### config.mk
export PLATFORM = sky130hd
export DESIGN_NAME = info_frame_stuffing_framer_top
export DESIGN_NICKNAME = d
export VERILOG_FILES = /design/src/hw/rtl/ifsf_pkg.sv /design/src/hw/rtl/ifsf_front.sv /design/src/hw/rtl/ifsf_queue.sv /design/src/hw/rtl/ifsf_back.sv /design/src/hw/rtl/info_frame_stuffing_framer_top.sv
export SDC_FILE = /design/constraint.sdc
export NUM_CORES = 1
export LEC_CHECK = 0
export BUFFER_PORTS_ARGS = -buffer_cell sky130_fd_sc_hd__buf_2
export CAP_MARGIN = 20
export CORE_UTILIZATION = 54
export DETAILED_ROUTE_END_ITERATION = 8
export GPL_TIMING_DRIVEN = 1
export PLACE_DENSITY_LB_ADDON = 0.08
export SLEW_MARGIN = 0
export SYNTH_ARGS = -nofsm -noshare
export SYNTH_HDL_FRONTEND = slang
export SYNTH_SLANG_ARGS = --single-unit
### constraint.sdc
create_clock -name clk -period 3.3 [get_ports clk]
set_clock_uncertainty 0.05 [all_clocks]
set_input_delay 0 -clock clk [delete_from_list [all_inputs] [get_ports clk]]
set_output_delay 0 -clock clk [all_outputs]
set_load 0.03 [all_outputs]
### src/hw/rtl/ifsf_pkg.sv
package ifsf_pkg;

    localparam int CFG_IDX_W = 3;

    // Configuration register indexes.
    typedef enum logic [CFG_IDX_W-1:0] {
        CFG_FLAG       = 3'd0,
        CFG_ADDRESS    = 3'd1,
        CFG_ESCAPE     = 3'd2,
        CFG_FLAG_SUB   = 3'd3,
        CFG_ESCAPE_SUB = 3'd4
    } ifsf_cfg_idx_t;

    // Reset values of the configuration registers.
    localparam logic [7:0] RST_FLAG       = 8'd126;
    localparam logic [7:0] RST_ADDRESS    = 8'd3;
    localparam logic [7:0] RST_ESCAPE     = 8'd125;
    localparam logic [7:0] RST_FLAG_SUB   = 8'd94;
    localparam logic [7:0] RST_ESCAPE_SUB = 8'd93;

    typedef struct packed {
        logic [7:0] flag;
        logic [7:0] address;
        logic [7:0] escape;
        logic [7:0] flag_sub;
        logic [7:0] escape_sub;
    } ifsf_cfg_t;

    // How a payload byte goes onto the line.
    typedef enum logic [1:0] {
        KIND_PLAIN  = 2'd0,
        KIND_FLAG   = 2'd1,
        KIND_ESCAPE = 2'd2
    } ifsf_kind_t;

    // One classified payload byte, as queued between front and back.
    typedef struct packed {
        logic       hdr;
        logic [7:0] ctrl;
        ifsf_kind_t kind;
        logic [7:0] data;
        logic       last;
        logic [7:0] bcc;
    } ifsf_entry_t;

    // Output slots of one entry, in line order.
    typedef logic [2:0] ifsf_slot_t;

    localparam ifsf_slot_t SLOT_OPEN_FLAG = 3'd0;
    localparam ifsf_slot_t SLOT_ADDRESS   = 3'd1;
    localparam ifsf_slot_t SLOT_CONTROL   = 3'd2;
    localparam ifsf_slot_t SLOT_BCC1      = 3'd3;
    localparam ifsf_slot_t SLOT_DATA      = 3'd4;
    localparam ifsf_slot_t SLOT_SUBST     = 3'd5;
    localparam ifsf_slot_t SLOT_BCC2      = 3'd6;
    localparam ifsf_slot_t SLOT_CLOSE     = 3'd7;

    // Lowest enabled slot at or above start. The data slot is always enabled.
    function automatic ifsf_slot_t first_from(logic [7:0] mask, ifsf_slot_t start);
        ifsf_slot_t idx;
        idx = SLOT_DATA;
        for (int i = 7; i >= 0; i--) begin
            if (mask[i] && (3'(i) >= start)) begin
                idx = 3'(i);
            end
        end
        return idx;
    endfunction

    // True when some slot above idx is enabled.
    function automatic logic more_after(logic [7:0] mask, ifsf_slot_t idx);
        logic [7:0] above;
        above = (mask >> idx) >> 1;
        return |above;
    endfunction

endpackage

### src/hw/rtl/ifsf_front.sv
module ifsf_front
    import ifsf_pkg::*;
(
    input  logic        clk,
    input  logic        rst_n,
    input  logic        accept,
    input  logic [7:0]  payload_byte,
    input  logic [7:0]  control_byte,
    input  logic        frame_end,
    input  ifsf_cfg_t   cfg,
    output ifsf_entry_t entry
);

    logic       inside_frame_reg;
    logic       inside_frame_next;
    logic [7:0] parity_reg;
    logic [7:0] parity_next;
    logic [7:0] parity_base;
    logic [7:0] parity_sum;

    // A frame's parity starts from zero on its first byte.
    assign parity_base = inside_frame_reg ? parity_reg : 8'd0;
    assign parity_sum  = parity_base ^ payload_byte;

    always_comb
    begin
        entry.hdr  = !inside_frame_reg;
        entry.ctrl = control_byte;
        entry.data = payload_byte;
        entry.last = frame_end;
        entry.bcc  = parity_sum;
        // The flag rule wins when flag and escape hold the same value.
        if (payload_byte == cfg.flag) begin
            entry.kind = KIND_FLAG;
        end
        else if (payload_byte == cfg.escape) begin
            entry.kind = KIND_ESCAPE;
        end
        else begin
            entry.kind = KIND_PLAIN;
        end
    end

    always_comb
    begin
        inside_frame_next = inside_frame_reg;
        parity_next       = parity_reg;
        if (accept) begin
            inside_frame_next = !frame_end;
            parity_next       = frame_end ? 8'd0 : parity_sum;
        end
    end

    always_ff @(posedge clk or negedge rst_n)
    begin
        if (!rst_n) begin
            inside_frame_reg <= 1'b0;
            parity_reg       <= 8'd0;
        end
        else begin
            inside_frame_reg <= inside_frame_next;
            parity_reg       <= parity_next;
        end
    end

endmodule

### src/hw/rtl/ifsf_queue.sv
module ifsf_queue
    import ifsf_pkg::*;
#(
    parameter int DEPTH = 2
)
(
    input  logic        clk,
    input  logic        rst_n,
    input  logic        wr_en,
    input  ifsf_entry_t wr_entry,
    input  logic        rd_en,
    output ifsf_entry_t rd_entry,
    output logic        full,
    output logic        empty
);

    localparam int PTR_W = (DEPTH > 1) ? $clog2(DEPTH) : 1;
    localparam int CNT_W = $clog2(DEPTH + 1);

    ifsf_entry_t      slots_reg [DEPTH];
    logic [PTR_W-1:0] wr_ptr_reg;
    logic [PTR_W-1:0] wr_ptr_next;
    logic [PTR_W-1:0] rd_ptr_reg;
    logic [PTR_W-1:0] rd_ptr_next;
    logic [CNT_W-1:0] count_reg;
    logic [CNT_W-1:0] count_next;

    assign full     = (count_reg == CNT_W'(DEPTH));
    assign empty    = (count_reg == '0);
    assign rd_entry = slots_reg[rd_ptr_reg];

    always_comb
    begin
        wr_ptr_next = wr_ptr_reg;
        rd_ptr_next = rd_ptr_reg;
        count_next  = count_reg;
        if (wr_en) begin
            wr_ptr_next = (wr_ptr_reg == PTR_W'(DEPTH - 1)) ? '0 : wr_ptr_reg + 1'b1;
        end
        if (rd_en) begin
            rd_ptr_next = (rd_ptr_reg == PTR_W'(DEPTH - 1)) ? '0 : rd_ptr_reg + 1'b1;
        end
        if (wr_en && !rd_en) begin
            count_next = count_reg + 1'b1;
        end
        else if (rd_en && !wr_en) begin
            count_next = count_reg - 1'b1;
        end
    end

    always_ff @(posedge clk or negedge rst_n)
    begin
        if (!rst_n) begin
            wr_ptr_reg <= '0;
            rd_ptr_reg <= '0;
            count_reg  <= '0;
        end
        else begin
            wr_ptr_reg <= wr_ptr_next;
            rd_ptr_reg <= rd_ptr_next;
            count_reg  <= count_next;
        end
    end

    always_ff @(posedge clk)
    begin
        if (wr_en) begin
            slots_reg[wr_ptr_reg] <= wr_entry;
        end
    end

endmodule

### src/hw/rtl/ifsf_back.sv
module ifsf_back
    import ifsf_pkg::*;
(
    input  logic        clk,
    input  logic        rst_n,
    input  logic        head_valid,
    input  ifsf_entry_t head,
    input  ifsf_cfg_t   cfg,
    output logic        pop,
    output logic        out_valid,
    input  logic        out_stall,
    output logic [7:0]  line_byte,
    output logic        run_last
);

    ifsf_slot_t slot_reg;
    ifsf_slot_t slot_next;
    ifsf_slot_t cur;
    logic       out_valid_reg;
    logic       out_valid_next;
    logic [7:0] line_byte_reg;
    logic       run_last_reg;
    logic [7:0] mask;
    logic       more;
    logic       load;
    logic [7:0] slot_byte;

    assign mask = {head.last, head.last, (head.kind != KIND_PLAIN), 1'b1,
                   head.hdr, head.hdr, head.hdr, head.hdr};
    assign cur  = first_from(mask, slot_reg);
    assign more = more_after(mask, cur);
    assign load = head_valid && (!out_valid_reg || !out_stall);
    assign pop  = load && !more;

    always_comb
    begin
        case (cur)
            SLOT_OPEN_FLAG: slot_byte = cfg.flag;
            SLOT_ADDRESS:   slot_byte = cfg.address;
            SLOT_CONTROL:   slot_byte = head.ctrl;
            SLOT_BCC1:      slot_byte = cfg.address ^ head.ctrl;
            SLOT_DATA:      slot_byte = (head.kind == KIND_PLAIN) ? head.data : cfg.escape;
            SLOT_SUBST:     slot_byte = (head.kind == KIND_FLAG) ? cfg.flag_sub
                                                                 : cfg.escape_sub;
            SLOT_BCC2:      slot_byte = head.bcc;
            SLOT_CLOSE:     slot_byte = cfg.flag;
            default:        slot_byte = cfg.flag;
        endcase
    end

    always_comb
    begin
        slot_next      = slot_reg;
        out_valid_next = out_valid_reg && out_stall;
        if (load) begin
            slot_next      = more ? cur + 1'b1 : SLOT_OPEN_FLAG;
            out_valid_next = 1'b1;
        end
    end

    always_ff @(posedge clk or negedge rst_n)
    begin
        if (!rst_n) begin
            slot_reg      <= SLOT_OPEN_FLAG;
            out_valid_reg <= 1'b0;
        end
        else begin
            slot_reg      <= slot_next;
            out_valid_reg <= out_valid_next;
        end
    end

    always_ff @(posedge clk)
    begin
        if (load) begin
            line_byte_reg <= slot_byte;
            run_last_reg  <= !more;
        end
    end

    assign out_valid = out_valid_reg;
    assign line_byte = line_byte_reg;
    assign run_last  = run_last_reg;

endmodule

### src/hw/rtl/info_frame_stuffing_framer_top.sv
// Byte-stuffing information-frame framer.
// Input channel (in_valid, in_stall): one raw payload byte per transaction with its
// frame's control byte and a frame_end mark on the last byte of the frame. The first
// byte of a frame produces the header (flag, address, control, address XOR control)
// before its own bytes; frame_end adds the raw BCC2 parity byte and a closing flag.
// Output channel (out_valid, out_stall): one line byte per transaction; run_last marks
// the final byte produced by an input transaction. One input makes 1 to 8 line bytes.
// Throughput: the output link carries one byte per cycle while out_stall is low, and
// a stuffed byte makes two line bytes. Input transactions are taken every cycle
// while the QUEUE_DEPTH-entry queue between front and back has room.
// Path: an accepted item is written into the queue, and its first byte is loaded from
// the queue head into the output register once that register is free.
// Configuration (cfg_valid, cfg_ready, cfg_index, cfg_data) is always ready; writes to
// indexes beyond the five registers are dropped. Write only while the block is idle.
// Reset clears frame state, the queue and the output valid flag, and loads the default
// flag, address, escape and substitute values. A stalled receiver holds the output byte;
// the queue keeps accepting input until it fills, then in_stall rises.
module info_frame_stuffing_framer_top
    import ifsf_pkg::*;
#(
    parameter int QUEUE_DEPTH = 2
)
(
    input  logic                 clk,
    input  logic                 rst_n,
    input  logic                 in_valid,
    output logic                 in_stall,
    input  logic [7:0]           payload_byte,
    input  logic [7:0]           control_byte,
    input  logic                 frame_end,
    output logic                 out_valid,
    input  logic                 out_stall,
    output logic [7:0]           line_byte,
    output logic                 run_last,
    input  logic                 cfg_valid,
    output logic                 cfg_ready,
    input  logic [CFG_IDX_W-1:0] cfg_index,
    input  logic [7:0]           cfg_data
);

    ifsf_cfg_t   cfg_reg;
    ifsf_cfg_t   cfg_next;
    ifsf_entry_t front_entry;
    ifsf_entry_t head_entry;
    logic        accept;
    logic        queue_full;
    logic        queue_empty;
    logic        pop;

    // The configuration port never pushes back.
    assign cfg_ready = 1'b1;

    always_comb
    begin
        cfg_next = cfg_reg;
        if (cfg_valid && cfg_ready) begin
            case (cfg_index)
                CFG_FLAG:       cfg_next.flag       = cfg_data;
                CFG_ADDRESS:    cfg_next.address    = cfg_data;
                CFG_ESCAPE:     cfg_next.escape     = cfg_data;
                CFG_FLAG_SUB:   cfg_next.flag_sub   = cfg_data;
                CFG_ESCAPE_SUB: cfg_next.escape_sub = cfg_data;
                default:        cfg_next            = cfg_reg;
            endcase
        end
    end

    always_ff @(posedge clk or negedge rst_n)
    begin
        if (!rst_n) begin
            cfg_reg.flag       <= RST_FLAG;
            cfg_reg.address    <= RST_ADDRESS;
            cfg_reg.escape     <= RST_ESCAPE;
            cfg_reg.flag_sub   <= RST_FLAG_SUB;
            cfg_reg.escape_sub <= RST_ESCAPE_SUB;
        end
        else begin
            cfg_reg <= cfg_next;
        end
    end

    // The input side stalls only when the queue is full.
    assign in_stall = queue_full;
    assign accept   = in_valid && !in_stall;

    // Front: keeps frame and parity state and classifies each byte.
    ifsf_front u_front (
        .clk          (clk),
        .rst_n        (rst_n),
        .accept       (accept),
        .payload_byte (payload_byte),
        .control_byte (control_byte),
        .frame_end    (frame_end),
        .cfg          (cfg_reg),
        .entry        (front_entry)
    );

    // Short queue that lets the front run ahead of a stalled back end.
    ifsf_queue #(
        .DEPTH (QUEUE_DEPTH)
    ) u_queue (
        .clk      (clk),
        .rst_n    (rst_n),
        .wr_en    (accept),
        .wr_entry (front_entry),
        .rd_en    (pop),
        .rd_entry (head_entry),
        .full     (queue_full),
        .empty    (queue_empty)
    );

    // Back: walks the line bytes of the head entry, one per cycle while out_stall is
    // low, into the output register.
    ifsf_back u_back (
        .clk        (clk),
        .rst_n      (rst_n),
        .head_valid (!queue_empty),
        .head       (head_entry),
        .cfg        (cfg_reg),
        .pop        (pop),
        .out_valid  (out_valid),
        .out_stall  (out_stall),
        .line_byte  (line_byte),
        .run_last   (run_last)
    );

endmodule

==> parameters.txt <==
Parameter                              Value

Run status
  Outcome    completed

Detailed routing
  Post-DR vias/cell    5.71
  Number of nets with antenna violations after routing    0
  Via Count    roughly 3600
  Number of design-rule violations left by the first detailed-router iteration    197
  Detailed-routing iteration count for the pre-antenna-repair pass    4
  Detailed-route DRC error count    0
  Routed length on met1    5.20 mm
  Routed length on met2    6.27 mm
  Wire length per cell    19.4 µm
  Met3 WL post-DR    604 µm
  Routed WL    approximately 12 mm
  Top metal layer carrying routed signals    met4

Pwr
  Proportion of power drawn by the clock network    28.0%
  Switching Fraction    33.4%
  Power per cell area    approximately 930 nW/µm²
  Internal portion of total power    4.34 mW
  Reg power frac    38.7%
  Combinational cell fraction of total power    33.3%
  Max IR drop VDD    roughly 0.00061 V
  Net switching power    2.17 mW
  Leakage power    2.75 nW

STA
  Max_slew headroom    46.1%
  Fmax    roughly 330 MHz
  Summed negative setup slack over all endpoints    0 ps
  RSZ-0062 raised after global routing    false
  Max-slew violation count    0
  Measured slew at the worst slew-check pin    805 ps
  Final critical path time including I/O delays and setup    3050 ps
  Setup violation total in the final timing report    0
  Period utilization    92.4%
  Final hold violations    0

Synthesis
  Async S/R FF share, synth    46.7%
  Post-synth design cell area    5640 µm²
  Number of flops mapped to enable cells by yosys    65
  Fraction of the yosys area taken by sequential cells    between 60% and 70%
  Count of synthesis-stage warnings from yosys    0
  Top-area cell type share of the netlist area    34.6%
  Cell count after synthesis    394
  Mean instance size in the synthesized netlist    14.3 µm²
  Net count of the mapped netlist    433
  Biggest area consumer among synthesized cells    edfxtp_1
  Synth Flop Type    edfxtp_1
  FF+latch count, synth    122
  Distinct cell type count after synthesis    52
  Leading cell types by count after synthesis    65 x edfxtp_1, 41 x mux2_2, 41 x mux2i_1
  Cell with the most instances after synthesis    edfxtp_1
  Dominant cells by area after synthesis    edfxtp_1 35%, dfrtp_1 15%, dfstp_2 11%, mux2_2 8.2%, mux2i_1 7.3%

Floorplan
  Effective utilization at floorplan    between 50 and 60%
  DIE WIDTH    104 µm
  I/O pin cnt    45
  Rows    36
  Floorplan die area    10900 µm²
  Core box area    9950 µm²
  Vertical extent of the die    ~100 µm

Job
  Count of max-cap constraint violations    0

Placement
  Placed Instance Area    around 6000 µm²
  HPWL after detailed placement    8.44 mm
  GPL Wtd Cong    0.885
  Count of port buffers added during placement    43

Critical path
  CP Max Fanout    8
  R2R Path End    u_back.line_byte[3]$_DFFE_PP_
  R2r setup slk    250 ps
  Worst Path Arrival    3270 ps
  Crit Path Class    register to register
  Data required time at the worst endpoint    roughly 3500 ps
  Crit path capture type    register
  Launch point of the worst reg-to-reg path    u_queue.rd_ptr_reg$_DFFE_PN0P_
  Cell count of the worst reg-to-reg path    10
  Kind of start point of the critical path    register

Clock network
  TritonCTS clock tree    done
  Clock-pin slew on the worst setup and hold paths    approximately 60 ps
  Maximum level of the CTS H-tree    4
  Clock Latency Late Sink    530 ps
  Clk Tree Root Cell    clkbuf_8
  Post-cts resize count    0
  Total setup buffers inserted after CTS    0
  Sinks on Clock Net    122
  Number of clock buffers inserted by TritonCTS    17
  CTS Hold Buffers Added    32
  Clock tree buffer depth    2

Global routing
  Total global-route track usage    approximately a quarter
  Initial antenna violation count    0
  Largest net degree at the start of global routing    between 40 and 50
  Vias in the first global route    3696
  Aggregate global routing overflow    0
  Wire length of the first global-routing pass    around 20 mm

Min path
  Critical hold path startpoint    in_valid
  Hold path depth    3
  Hold Path Class    primary input to register
  Hold path endpoint    u_queue.wr_ptr_reg$_DFFE_PN0P_

Layout
  Synth-to-layout area growth    23.7%
  Storage cell area    roughly 3400 µm²
  Footprint of the multi-input gates    2140 µm²
  Summed area of non-filler cells in the final layout    roughly 7000 µm²
  Proportion of layout cells with a drive suffix above 1    between 30% and 40%
  Fillers    just over 700
  Diodes inserted    0
  Number of flip-flops in the largest register    between 50 and 60
  Number of nets in the layout    around 530
-- critical path, cell delays in order, from the launching register on --
cell	delay, ps
dfrtp_1	430
nor3b_2	180
or2_1	240
or3b_1	350
a21boi_1	300
ha_1	270
ha_1	190
nor3_1	60
o21a_4	150
a221o_1	350
a211o_1	230
-- power by group through the flow --
stage	combinational, mW	clock (mW)	sequential (mW)
4_1_cts	2.17	1.85	2.51
6_report	2.17	1.82	2.52
5_1_grt	2.36	1.92	2.57
2_1_floorplan	1.54	0	2.54
3_5_place_dp	2.13	0	2.53
3_3_place_gp	2.09	0	2.52
-- worst max-delay path by stage --
stage | start | cells past startpoint | endpoint
after floorplan | u_queue.rd_ptr_reg$_DFFE_PN0P_ | 12 | u_back.line_byte[3]$_DFFE_PP_
after global placement | u_queue.rd_ptr_reg$_DFFE_PN0P_ | 10 | u_back.line_byte[3]$_DFFE_PP_
after global routing | u_queue.rd_ptr_reg$_DFFE_PN0P_ | 10 | u_back.line_byte[3]$_DFFE_PP_
final | u_queue.rd_ptr_reg$_DFFE_PN0P_ | 10 | u_back.line_byte[3]$_DFFE_PP_
after detailed placement | u_queue.rd_ptr_reg$_DFFE_PN0P_ | 10 | u_back.line_byte[3]$_DFFE_PP_
after CTS | u_queue.rd_ptr_reg$_DFFE_PN0P_ | 10 | u_back.line_byte[3]$_DFFE_PP_
-- per-layer routing --
metal / GRT usage, % / vias up
met5: 0 / -
met4: 8.67 / 0
met3: 7.33 / 16
met2: 40.4 / 104
met1: 30.9 / 1822
li1: - / 1676
-- logic make-up (layout without fill, tap and decap cells) --
group | Yosys count | count (layout) | share of synthesized area (%)
multiplexers | 84 | 84 | 16.1
AND/OR/NAND/NOR | 56 | 56 | 5.42
flip-flops | 122 | 122 | 60.5
AO/OA/AOI/OAI | 68 | 68 | 9.05
buffers and inverters | 20 | 127 | 1.66
adder cells (fa/ha/maj) | 6 | 6 | 1.33
other | 1 | 1 | 0.0665
XOR/XNOR | 37 | 37 | 5.88
-- cell type report --
type / instances / area share, %
Sequential cell: 122 / 48.9
Timing Repair Buffer: 88 / 9.29
Clock inverter: 15 / 2.49
Clock buffer: 17 / 5.94
Inverter: 7 / 0.377
Tap cell: 133 / 2.39
Multi-Input combinational cell: 252 / 30.7
-- cell usage in the layout, fill, tap and decap left out, drive strengths merged, types with 11 or more instances in the layout --
cell type / synthesis / final
clkbuf: 4 / 17
dfrtp: 33 / 33
nand2: 21 / 21
o21ai: 18 / 18
buf: 9 / 55
mux2i: 42 / 42
dfstp: 24 / 24
o22ai: 14 / 14
edfxtp: 65 / 65
mux2: 42 / 42
dlygate4sd3: 0 / 33
nor2: 11 / 11
xnor2: 35 / 35
-- stage by stage --
stage	instances	setup WS (ps)	total power [mW]	utilization, %	hold WS (ps)
2_1_floorplan	394	141	4.08	-	-346
3_3_place_gp	568	380	4.61	60.6	137
3_5_place_dp	568	251	4.66	60.6	141
4_1_cts	632	260	6.53	69.8	51.2
5_1_grt	634	54.1	6.85	70.1	85.4
6_report	634	251	6.51	70.1	72.5
Note: power is estimated with default switching activity, not from simulation.
